**src/rtl/oale_pkg.sv**
```systemverilog
`timescale 1ns / 1ps
// ----------------------------------------------------------------------------
// oale_pkg
// Shared types and constants for the ordered array list engine.
// ----------------------------------------------------------------------------
package oale_pkg;

  localparam int unsigned DEPTH_DEFAULT = 64;
  localparam logic [6:0]  CAP_RESET     = 7'd64;

  typedef enum logic [2:0] {
    MODE_INSERT  = 3'd0,
    MODE_REMOVE  = 3'd1,
    MODE_READ    = 3'd2,
    MODE_SEARCH  = 3'd3,
    MODE_REPLACE = 3'd4
  } mode_e;

  typedef enum logic [2:0] {
    STATUS_OK       = 3'd0,
    STATUS_FULL     = 3'd1,
    STATUS_EMPTY    = 3'd2,
    STATUS_BADPOS   = 3'd3,
    STATUS_NOTFOUND = 3'd4
  } status_e;

  typedef enum logic [2:0] {
    S_IDLE,
    S_EXEC,
    S_SHUP,
    S_SHDN,
    S_RDWT,
    S_SRCH,
    S_WRV,
    S_FIN
  } state_e;

  typedef struct packed {
    logic [2:0]         mode;
    logic [6:0]         position;
    logic signed [31:0] data_value;
  } req_t;

  typedef struct packed {
    logic [2:0]         status;
    logic signed [31:0] read_value;
    logic [6:0]         found_position;
    logic [6:0]         entry_count;
    logic               is_empty;
    logic               is_full;
  } rsp_t;

endpackage

```
**src/rtl/ordered_array_list_engine_top.sv**
```systemverilog
`timescale 1ns / 1ps
// ----------------------------------------------------------------------------
// ordered_array_list_engine_top
// Ordered list of signed 32-bit words held in one RAM, with insert, remove,
// read, search and replace requests and a capacity register.
//
//   channel | direction | beat
//   in      | in        | in_data_i  (mode, position, data_value)
//   out     | out       | out_data_o (status, read_value, found_position,
//           |           |             entry_count, is_empty, is_full)
//   cfg     | in        | cfg_data_i (capacity_limit)
//
// insert and remove shift the words behind the position, and search reads
// until a hit or the last word, one word per cycle; read and replace touch
// a single word, and a rejected or unused request touches none. the single
// read and single write port of the list RAM set this pace.
// reset clears the word count and sets the capacity to 64; RAM contents are
// not cleared. a finished result waits in the output register while the
// next request is taken; a stalled output holds the sequencer at its end.
// ----------------------------------------------------------------------------
module ordered_array_list_engine_top #(
  parameter int unsigned DEPTH = oale_pkg::DEPTH_DEFAULT
) (
  input  logic           clk_i,
  input  logic           rst_ni,
  input  logic           in_valid_i,
  output logic           in_ready_o,
  input  oale_pkg::req_t in_data_i,
  output logic           out_valid_o,
  input  logic           out_ready_i,
  output oale_pkg::rsp_t out_data_o,
  input  logic           cfg_valid_i,
  output logic           cfg_ready_o,
  input  logic [6:0]     cfg_data_i
);

  localparam int unsigned AW   = $clog2(DEPTH);
  localparam int unsigned CW   = $clog2(DEPTH + 1);
  localparam int unsigned CMPW = (CW > 7) ? CW : 7;

  logic [6:0]    cap_q, cap_d;
  logic [CW-1:0] cap_eff;
  logic          we, re;
  logic [AW-1:0] waddr, raddr;
  logic [31:0]   wdata, rdata;

  assign cfg_ready_o = 1'b1;
  assign cap_d       = (cfg_valid_i && cfg_ready_o) ? cfg_data_i : cap_q;

  // clamp capacity to 1..DEPTH
  always_comb begin
    if (cap_q == '0) begin
      cap_eff = CW'(1);
    end else if (CMPW'(cap_q) > CMPW'(DEPTH)) begin
      cap_eff = CW'(DEPTH);
    end else begin
      cap_eff = CW'(cap_q);
    end
  end

  always_ff @(posedge clk_i or negedge rst_ni) begin
    if (!rst_ni) begin
      cap_q <= oale_pkg::CAP_RESET;
    end else begin
      cap_q <= cap_d;
    end
  end

  oale_ctrl #(
    .DEPTH(DEPTH),
    .AW   (AW),
    .CW   (CW)
  ) u_ctrl (
    .clk_i      (clk_i),
    .rst_ni     (rst_ni),
    .in_valid_i (in_valid_i),
    .in_ready_o (in_ready_o),
    .in_data_i  (in_data_i),
    .out_valid_o(out_valid_o),
    .out_ready_i(out_ready_i),
    .out_data_o (out_data_o),
    .cap_i      (cap_eff),
    .we_o       (we),
    .waddr_o    (waddr),
    .wdata_o    (wdata),
    .re_o       (re),
    .raddr_o    (raddr),
    .rdata_i    (rdata)
  );

  oale_mem #(
    .DEPTH(DEPTH),
    .AW   (AW)
  ) u_mem (
    .clk_i  (clk_i),
    .we_i   (we),
    .waddr_i(waddr),
    .wdata_i(wdata),
    .re_i   (re),
    .raddr_i(raddr),
    .rdata_o(rdata)
  );

endmodule

```
**src/rtl/oale_mem.sv**
```systemverilog
`timescale 1ns / 1ps
// ----------------------------------------------------------------------------
// oale_mem
// List word RAM: one write port, one read port, registered read data.
// ----------------------------------------------------------------------------
module oale_mem #(
  parameter int unsigned DEPTH = oale_pkg::DEPTH_DEFAULT,
  parameter int unsigned AW    = $clog2(DEPTH)
) (
  input  logic          clk_i,
  input  logic          we_i,
  input  logic [AW-1:0] waddr_i,
  input  logic [31:0]   wdata_i,
  input  logic          re_i,
  input  logic [AW-1:0] raddr_i,
  output logic [31:0]   rdata_o
);

  logic [31:0] mem_q [DEPTH];
  logic [31:0] rdata_q;

  always_ff @(posedge clk_i) begin
    if (we_i) begin
      mem_q[waddr_i] <= wdata_i;
    end
    if (re_i) begin
      rdata_q <= mem_q[raddr_i];
    end
  end

  assign rdata_o = rdata_q;

endmodule

```
**src/rtl/oale_ctrl.sv**
```systemverilog
`timescale 1ns / 1ps
// ----------------------------------------------------------------------------
// oale_ctrl
// Request sequencer: walks the list RAM for shifts, reads and searches,
// keeps the word count and holds the result beat.
// ----------------------------------------------------------------------------
module oale_ctrl #(
  parameter int unsigned DEPTH = oale_pkg::DEPTH_DEFAULT,
  parameter int unsigned AW    = $clog2(DEPTH),
  parameter int unsigned CW    = $clog2(DEPTH + 1)
) (
  input  logic           clk_i,
  input  logic           rst_ni,
  input  logic           in_valid_i,
  output logic           in_ready_o,
  input  oale_pkg::req_t in_data_i,
  output logic           out_valid_o,
  input  logic           out_ready_i,
  output oale_pkg::rsp_t out_data_o,
  input  logic [CW-1:0]  cap_i,
  output logic           we_o,
  output logic [AW-1:0]  waddr_o,
  output logic [31:0]    wdata_o,
  output logic           re_o,
  output logic [AW-1:0]  raddr_o,
  input  logic [31:0]    rdata_i
);

  localparam int unsigned CMPW = (CW > 7) ? CW : 7;

  oale_pkg::state_e   state_q, state_d;
  oale_pkg::req_t     req_q, req_d;
  logic [CW-1:0]      cnt_q, cnt_d;
  logic [AW-1:0]      ptr_q, ptr_d;
  oale_pkg::status_e  st_q, st_d;
  logic signed [31:0] rv_q, rv_d;
  logic [6:0]         fp_q, fp_d;
  logic               out_valid_q, out_valid_d;
  oale_pkg::rsp_t     out_q, out_d;

  logic [CMPW-1:0] pos_x, cnt_x;
  logic [AW-1:0]   p_a, last_a;
  logic            full, empty, pos_gt, pos_ge, pos_last, hit, out_free;

  assign pos_x    = CMPW'(req_q.position);
  assign cnt_x    = CMPW'(cnt_q);
  assign p_a      = AW'(req_q.position);
  assign last_a   = AW'(cnt_q - 1'b1);
  assign full     = (cnt_q >= cap_i);
  assign empty    = (cnt_q == '0);
  assign pos_gt   = (pos_x > cnt_x);
  assign pos_ge   = (pos_x >= cnt_x);
  assign pos_last = (pos_x == cnt_x - 1'b1);
  assign hit      = (rdata_i == req_q.data_value);
  assign out_free = !out_valid_q || out_ready_i;

  assign in_ready_o  = (state_q == oale_pkg::S_IDLE);
  assign out_valid_o = out_valid_q;
  assign out_data_o  = out_q;

  // next state
  always_comb begin
    state_d = state_q;
    case (state_q)
      oale_pkg::S_IDLE: begin
        if (in_valid_i) state_d = oale_pkg::S_EXEC;
      end
      oale_pkg::S_EXEC: begin
        state_d = oale_pkg::S_FIN;
        case (req_q.mode)
          oale_pkg::MODE_INSERT: begin
            if (!full && !pos_gt) begin
              state_d = pos_ge ? oale_pkg::S_WRV : oale_pkg::S_SHUP;
            end
          end
          oale_pkg::MODE_REMOVE: begin
            if (!empty && !pos_ge && !pos_last) state_d = oale_pkg::S_SHDN;
          end
          oale_pkg::MODE_READ: begin
            if (!empty) state_d = oale_pkg::S_RDWT;
          end
          oale_pkg::MODE_SEARCH: begin
            if (!empty) state_d = oale_pkg::S_SRCH;
          end
          oale_pkg::MODE_REPLACE: begin
            if (!empty && !pos_ge) state_d = oale_pkg::S_WRV;
          end
          default: state_d = oale_pkg::S_FIN;
        endcase
      end
      oale_pkg::S_SHUP: begin
        if (ptr_q == p_a) state_d = oale_pkg::S_WRV;
      end
      oale_pkg::S_SHDN: begin
        if (ptr_q == last_a) state_d = oale_pkg::S_FIN;
      end
      oale_pkg::S_RDWT: state_d = oale_pkg::S_FIN;
      oale_pkg::S_SRCH: begin
        if (hit || ptr_q == last_a) state_d = oale_pkg::S_FIN;
      end
      oale_pkg::S_WRV: state_d = oale_pkg::S_FIN;
      oale_pkg::S_FIN: begin
        if (out_free) state_d = oale_pkg::S_IDLE;
      end
      default: state_d = oale_pkg::S_IDLE;
    endcase
  end

  // datapath and ram control
  always_comb begin
    req_d       = req_q;
    cnt_d       = cnt_q;
    ptr_d       = ptr_q;
    st_d        = st_q;
    rv_d        = rv_q;
    fp_d        = fp_q;
    out_d       = out_q;
    out_valid_d = out_valid_q && !out_ready_i;
    we_o        = 1'b0;
    waddr_o     = '0;
    wdata_o     = '0;
    re_o        = 1'b0;
    raddr_o     = '0;
    case (state_q)
      oale_pkg::S_IDLE: begin
        if (in_valid_i) req_d = in_data_i;
      end
      oale_pkg::S_EXEC: begin
        st_d = oale_pkg::STATUS_OK;
        rv_d = '0;
        fp_d = '0;
        case (req_q.mode)
          oale_pkg::MODE_INSERT: begin
            if (full) begin
              st_d = oale_pkg::STATUS_FULL;
            end else if (pos_gt) begin
              st_d = oale_pkg::STATUS_BADPOS;
            end else if (!pos_ge) begin
              ptr_d   = last_a;
              re_o    = 1'b1;
              raddr_o = last_a;
            end
          end
          oale_pkg::MODE_REMOVE: begin
            if (empty) begin
              st_d = oale_pkg::STATUS_EMPTY;
            end else if (pos_ge) begin
              st_d = oale_pkg::STATUS_BADPOS;
            end else if (pos_last) begin
              cnt_d = cnt_q - 1'b1;
            end else begin
              ptr_d   = AW'(p_a + 1'b1);
              re_o    = 1'b1;
              raddr_o = AW'(p_a + 1'b1);
            end
          end
          oale_pkg::MODE_READ: begin
            if (empty) begin
              st_d = oale_pkg::STATUS_EMPTY;
            end else begin
              re_o    = 1'b1;
              raddr_o = pos_ge ? last_a : p_a;
            end
          end
          oale_pkg::MODE_SEARCH: begin
            if (empty) begin
              st_d = oale_pkg::STATUS_NOTFOUND;
              fp_d = 7'(cnt_q);
            end else begin
              ptr_d   = '0;
              re_o    = 1'b1;
              raddr_o = '0;
            end
          end
          oale_pkg::MODE_REPLACE: begin
            if (empty) begin
              st_d = oale_pkg::STATUS_EMPTY;
            end else if (pos_ge) begin
              st_d = oale_pkg::STATUS_BADPOS;
            end
          end
          default: st_d = oale_pkg::STATUS_OK;
        endcase
      end
      oale_pkg::S_SHUP: begin
        we_o    = 1'b1;
        waddr_o = AW'(ptr_q + 1'b1);
        wdata_o = rdata_i;
        if (ptr_q != p_a) begin
          ptr_d   = AW'(ptr_q - 1'b1);
          re_o    = 1'b1;
          raddr_o = AW'(ptr_q - 1'b1);
        end
      end
      oale_pkg::S_SHDN: begin
        we_o    = 1'b1;
        waddr_o = AW'(ptr_q - 1'b1);
        wdata_o = rdata_i;
        if (ptr_q == last_a) begin
          cnt_d = cnt_q - 1'b1;
        end else begin
          ptr_d   = AW'(ptr_q + 1'b1);
          re_o    = 1'b1;
          raddr_o = AW'(ptr_q + 1'b1);
        end
      end
      oale_pkg::S_RDWT: begin
        rv_d = $signed(rdata_i);
      end
      oale_pkg::S_SRCH: begin
        if (hit) begin
          fp_d = 7'(ptr_q);
        end else if (ptr_q == last_a) begin
          st_d = oale_pkg::STATUS_NOTFOUND;
          fp_d = 7'(cnt_q);
        end else begin
          ptr_d   = AW'(ptr_q + 1'b1);
          re_o    = 1'b1;
          raddr_o = AW'(ptr_q + 1'b1);
        end
      end
      oale_pkg::S_WRV: begin
        we_o    = 1'b1;
        waddr_o = p_a;
        wdata_o = req_q.data_value;
        if (req_q.mode == oale_pkg::MODE_INSERT) cnt_d = cnt_q + 1'b1;
      end
      oale_pkg::S_FIN: begin
        if (out_free) begin
          out_valid_d          = 1'b1;
          out_d.status         = st_q;
          out_d.read_value     = rv_q;
          out_d.found_position = fp_q;
          out_d.entry_count    = 7'(cnt_q);
          out_d.is_empty       = empty;
          out_d.is_full        = full;
        end
      end
      default: out_d = out_q;
    endcase
  end

  always_ff @(posedge clk_i or negedge rst_ni) begin
    if (!rst_ni) begin
      state_q     <= oale_pkg::S_IDLE;
      cnt_q       <= '0;
      out_valid_q <= 1'b0;
    end else begin
      state_q     <= state_d;
      cnt_q       <= cnt_d;
      out_valid_q <= out_valid_d;
    end
  end

  always_ff @(posedge clk_i) begin
    req_q <= req_d;
    ptr_q <= ptr_d;
    st_q  <= st_d;
    rv_q  <= rv_d;
    fp_q  <= fp_d;
    out_q <= out_d;
  end

endmodule

```
**config.mk**
```make
export PLATFORM = sky130hd
export DESIGN_NAME = ordered_array_list_engine_top
export DESIGN_NICKNAME = d
export VERILOG_FILES = /design/src/rtl/oale_pkg.sv /design/src/rtl/ordered_array_list_engine_top.sv /design/src/rtl/oale_mem.sv /design/src/rtl/oale_ctrl.sv
export SDC_FILE = /design/constraint.sdc
export NUM_CORES = 2
export LEC_CHECK = 0
export BUFFER_PORTS_ARGS = -buffer_cell sky130_fd_sc_hd__buf_2
export CORE_ASPECT_RATIO = 1.75
export CORE_UTILIZATION = 25
export DETAILED_ROUTE_END_ITERATION = 16
export PLACE_DENSITY = 0.36
export REMOVE_ABC_BUFFERS = 1
export SYNTH_ARGS = -nofsm -noshare
export SYNTH_HDL_FRONTEND = slang
export SYNTH_SLANG_ARGS = --single-unit
```
**constraint.sdc**
```tcl
create_clock -name clk_i -period 5.5 [get_ports clk_i]
set_input_delay 1.1 -clock clk_i [delete_from_list [all_inputs] [get_ports clk_i]]
set_output_delay 1.1 -clock clk_i [all_outputs]
set_load 0.05 [all_outputs]
```
Word level (Yosys, flattened, before mapping). Memories as Yosys holds them, arrays and structs flattened. A register that Yosys moved wholly into a read port is not among the register bits. Cells that the tools add are included.

RAM bits: 2048. Output and inout bits: 54. Logic and storage cells: 180. Memories: 1. Flip-flop bits (word level): 159.

Equality and inequality tests: 38. Magnitude comparators: 4. Reductions and logical operators: 33. Muxes and demuxes: 82. Add/sub/neg operators: 5.

Memory list: u_mem.mem_q (words 64, bits a word 32, rd ports 1, clocked after memory_dff 1, write ports 1, RTL line oale_mem.sv:19) `logic [31:0] mem_q [DEPTH];`.

Operator list (number): 32-bit one-hot mux with 2 select lines (2); 6-bit two-way mux (21); 7-bit two-way mux (12); 6-bit one-hot mux with 3 select lines (3); 6-bit one-hot mux with 4 select lines (2); 3-bit two-way mux (12); 32-bit equality test (1); 3-bit != test, second input constant (7); 3-bit one-hot mux with 7 select lines (1); 7-bit one-hot mux with 3 select lines (1); 1-bit two-way mux (16); 2-bit by 1-bit != test with 1-bit output, second input constant (8); 3-bit equality test, second input constant (5); 3-bit one-hot mux with 5 select lines (1); 7-bit greater-or-equal comparator (2); 7-bit logical NOT (2); 7-bit one-hot mux with 2 select lines (1); 6-bit by 1-bit adder with 6-bit output, second input constant (2); 3-bit by 2-bit equality test with 1-bit output, second input constant (4); 6-bit equality test (2); 2-bit two-way mux (6); 3-bit one-hot mux with 4 select lines (1); 11-bit AND reduction (1); 2-bit != test, second input constant (5); 26 further kinds (44).

Longest topological paths before layout.
Depth in word-level cells: 9. Mapped depth: 20. Depth with buffers taken out: 15.

Cells and area by module. Synthesis repeated with hierarchy kept, for this count alone.

Cells, all modules: 4198. Area total of the unflattened synthesis: 87624.0 µm².

By module, submodules not included: oale_mem (area an instance 79359.9 µm², cells an instance 3511, times used 1, sequential area each 62459.9 µm²); oale_ctrl (area an instance 7928.9 µm², cells an instance 661, times used 1, sequential area each 4509.3 µm²); ordered_array_list_engine_top (area an instance 335.3 µm², cells an instance 26, times used 1, sequential area each 176.4 µm²).

Least setup slack after synthesis. Ideal clock, no wire load.

Path type: reg-to-reg. Start point: register u_ctrl.ptr_q[0]. End point: memory u_mem.mem_q[2][0] (enable). Path buffers: 3. Clock period less this slack: 4.042 ns. Setup slack: 1.458 ns. Stages on the path, launching flop included: 11. Arrival time: 3.620 ns. Library setup time: 0.421 ns. Cells stage by stage: edfxtp_1 -> buf_2 -> inv_1 -> ha_1 -> clkbuf_1 -> mux2i_1 -> o22ai_1 -> nand2_1 -> or4_1 -> clkbuf_1 -> nor2_1.

Cells in the longest elaborated chain, start to end: 2. Elaborated cells on any way between the ends: 3. Classes of those cells: 2 x add/sub; 1 x mux.

RTL lines: start, declared (RTL line oale_ctrl.sv:34) `logic [AW-1:0] ptr_q, ptr_d;`; start signal, assigned (RTL line oale_ctrl.sv:257) `ptr_q <= ptr_d;`; 6-bit by 1-bit subtractor with 6-bit output or 6-bit by 1-bit adder with 6-bit output (tied branches) (RTL line oale_ctrl.sv:197, oale_ctrl.sv:187); 6-bit one-hot mux with 3 select lines (*) (RTL line oale_ctrl.sv:124) `case (state_q)`; end, declared (RTL line oale_mem.sv:19).

Every way passes the cells marked *; elsewhere a longest branch is shown, timed or not.

Worst setup path in the final report.
Start point: register u_ctrl.cnt_q[0]. End point: register u_mem.rdata_q[4], in the netlist u_mem.rdata_o[4] (read register of u_mem.mem_q) (data pin).

Cells in the longest elaborated chain, start to end: 7. Elaborated cells on any way between the ends: 30. Classes of those cells: 1 x add/sub; 3 x order compare; 2 x eq/ne; 23 x mux; 1 x reduce/logical.

RTL lines: start, declared (RTL line oale_ctrl.sv:33) `logic [CW-1:0] cnt_q, cnt_d;`; start signal, assigned (RTL line oale_ctrl.sv:250) `cnt_q <= cnt_d;`; 7-bit by 1-bit subtractor with 7-bit output (RTL line oale_ctrl.sv:53) `assign pos_last = (pos_x == cnt_x - 1'b1);`; 7-bit equality test (RTL line oale_ctrl.sv:53); 6-bit two-way mux or 1-bit two-way mux (tied branches) (RTL line oale_ctrl.sv:149) `end else if (pos_last) begin`; 6-bit two-way mux or 1-bit two-way mux (tied branches) (RTL line oale_ctrl.sv:147) `end else if (pos_ge) begin`; 6-bit two-way mux or 1-bit two-way mux (tied branches) (RTL line oale_ctrl.sv:145) `if (empty) begin`; 6-bit one-hot mux with 3 select lines or 1-bit one-hot mux with 3 select lines (tied branches) (RTL line oale_ctrl.sv:132) `case (req_q.mode)`; 6-bit one-hot mux with 4 select lines or 1-bit one-hot mux with 4 select lines (tied branches) (RTL line oale_ctrl.sv:124); end, declared (RTL line oale_mem.sv:20) `logic [31:0] rdata_q;`.

Several ways; a longest one is shown, not always the timed one. A chain may end at the register's enable or synchronous reset.

==> qor.yml <==
cp_max_fo: 142
finalPower_mw: 69.3
hpwlAfterDp_um: 206000
io_pins: 108
status: "completed"
drcViolationCount: 0
die_area_um2: 359000
synth-warning-count: 0
layout_setup_ws_ps: 197
synthTopCellsByCount: "edfxtp_1, nand2_1, a21oi_1"
ys_ff_latch: 2239
cts_buffer_depth: 4
antenna_found_initial: 20
reg2reg_slack_ps: 200
power.leakage_nw: 34.9
r2r_end: "u_mem.rdata_o[4]"
start_kind: "flip-flop"
yosysMostFrequentCell: "edfxtp_1"
row_count: 289
syn_avg_cell_area_um2: 14.2
fp.dieW_um: 453
synth-async-reset-ratio: 0.00804
min_period_ps: 5300
fp.dieH_um: 792
end_kind: "flip-flop"
period_share: 0.964
drive_gt1_frac: 0.158
slew_viol_final: 0
finClkSkew_ps: 62.4
drt-total-wl_um: 330000
reg2regPathDepth: 18
hold_path_class: "in2async"
cts_tree: "done"
gp_congestion: 0.870
synthDistinctLibCells: 93
dr_total_vias: 55500
core_area_um2: 354000
switching_share: 0.414
internal_power_mw: 40.6
postSynthCellCount: 6297
setup_violations: 0
required_ps: 6290
powerDensity_nw_per_um2: 656
viasPerCell: 4.82
vdd_drop_max_mv: 0.372
postRouteAntennaNets: 0
cts_root_buffer: "clkbuf_16"
grt_pass1_wl_um: 460000
timing_worst_setup_path_type: "reg2reg"
cts_buffers: 215
grt_setup_unrepaired: "no"
placed_area_um2: 99000
power_switching_mw: 28.7
clock-sinks: 2239
combPwrFrac: 0.445
seqPwrFrac: 0.345
worst_ep_arrival_time_ps: 6090
max_freq_ghz: 0.189
grt_max_degree: 143
start_util: 0.252
areaGrowthSynthToFinish_pct: 18.5
pwr-share-clk: 0.210
grt_pass1_vias: 56000
netlist.area_leader.share: 0.748
insertion_delay_ps: 900
worst_pin_slew_ps: 1320
r2r-start: "u_ctrl.cnt_q[0]"
nets: 6747
h-tree-depth: 4
fin_area_um2: 106000
grt-ovfl-total: 0
synth_area_leaders: "edfxtp_1, nand2_1, a21oi_1"
clk_pin_slew_worst_paths_ps: 70
relSlewSlack: 0.119
port-buffer-count: 106
maxCapViolations: 0
yosys.area.top_type: "edfxtp_1"
finalHoldViolCount: 0
cp-startpoint: "u_ctrl.cnt_q[0]"
firstDrtPassIters: 7
wl_per_cell_um: 28.7
grt_usage: 0.180
drt_iter0_drc: 4067
syn_area_um2: 89200
seq_area_frac_synth: 0.753
synth_edf_count: 2221
post-place-ws_ps: -419
synth-main-ff-cell: "edfxtp_1"
[final cells by class]
type	instances	area, um^2
Fill cell	35600	249000
Sequential cell	2239	67100
Clock buffer	266	5610
Clock inverter	124	961
Inverter	20	75.1
Timing Repair Buffer	578	5160
Multi-Input combinational cell	3619	20800
Tap cell	4656	5830
Antenna cell	6	15.0
[stage by stage]
stage	cells	hold slack (ps)	setup TNS, ps	util
global placement	11100	400	-1010	0.279
CTS	11500	83.0	0	0.298
finish	11500	150	0	0.298
detailed placement	11100	405	-905	0.279
floorplan	5878	400	-534370	-
global route	11500	159	0	0.298
[layout by cell type, fill, tap and decap left out, types with 56 or more instances in the layout]
cell type  instances
a21oi_1          501
a22o_1            82
a22oi_1          133
a31oi_1           79
and3_1            98
buf_12            84
buf_2            106
buf_4            383
clkbuf_16        217
edfxtp_1        2221
nand2_1         1427
nand3_1          461
nor2_4            68
o22ai_1           62
xnor2_1           56
[state kept, by name (all words and copies together), names as in the netlist]
| name | cells |
|---|---|
| cap_q | 7 |
| u_ctrl.cnt_q | 7 |
| u_ctrl.fp_q | 7 |
| u_ctrl.out_data_o | 51 |
| u_ctrl.out_valid_o | 1 |
| u_ctrl.pos_x | 7 |
| u_ctrl.ptr_q | 6 |
| u_ctrl.req_q | 35 |
| u_ctrl.rv_q | 32 |
| u_ctrl.st_q | 3 |
| u_ctrl.state_q | 3 |
| u_mem.mem_q | 2048 |
| u_mem.rdata_o | 32 |
[worst max-delay path: stages, from the launching register on]
cell      delay [ps]
dfrtp_1          410
inv_1            260
ha_1             210
nor3b_2          310
xnor3_1          270
and4_4           170
a311oi_2         460
a311oi_4         140
buf_4            240
nand2_8          220
buf_12           260
buf_16           450
nand2_1          120
a22o_1           230
a22oi_1          310
buf_4            180
nor4b_1          350
buf_4            220
and3_1           150
[cell families (layout without fill, tap and decap cells)]
group | Yosys count | count (layout) | share of synthesized area
and+or+nand+nor | 2287 | 2287 | 0.112
other | 1 | 7 | 0.0000421
DFF | 2239 | 2239 | 0.753
muxes | 106 | 106 | 0.0179
buffers and inverters | 439 | 988 | 0.0225
AOI/OAI and AO/OA | 1133 | 1133 | 0.0839
xor gates and xnor gates | 72 | 72 | 0.00775
adders and majority gates | 20 | 20 | 0.00281
[worst max path at each step]
stage / end / slack, ps / depth (start not counted)
6_report: u_mem.rdata_o[4] / 200 / 18
5_1_grt: u_mem.rdata_o[9] / 7 / 16
3_5_place_dp: u_mem.rdata_o[19] / -420 / 16
2_1_floorplan: u_mem.rdata_o[12] / -17360 / 13
4_1_cts: u_mem.rdata_o[20] / 8 / 16
3_3_place_gp: u_mem.rdata_o[19] / -420 / 17
[power by group through the flow]
stage / combinational [mW] / clock, mW / sequential [mW]
after global placement: 31.3 / 0 / 24.3
final: 30.8 / 14.6 / 23.9
after floorplan: 13.3 / 0 / 24.6
after CTS: 31.5 / 15.0 / 24.0
after detailed placement: 31.3 / 0 / 24.3
after global routing: 33.1 / 15.5 / 24.1
[routing by layer]
layer  share of wire  vias to the layer above  wire length [um]  track usage
met4           0.034                        0             11200       0.0592
li1                -                    24600                 -            -
met5               0                        -                 0            0
met2            0.53                     1260            176000        0.336
met1            0.40                    29100            132000        0.215
met3           0.033                      432             10900       0.0171
[repair_timing]
action,in CTS,in global routing
setup endpoints to repair,5,12
gates resized for setup,7,8
setup buffers,0,1
pin swaps,0,2
cloned,0,0
hold buffers,0,0
Note: power is estimated with default switching activity, not from simulation.
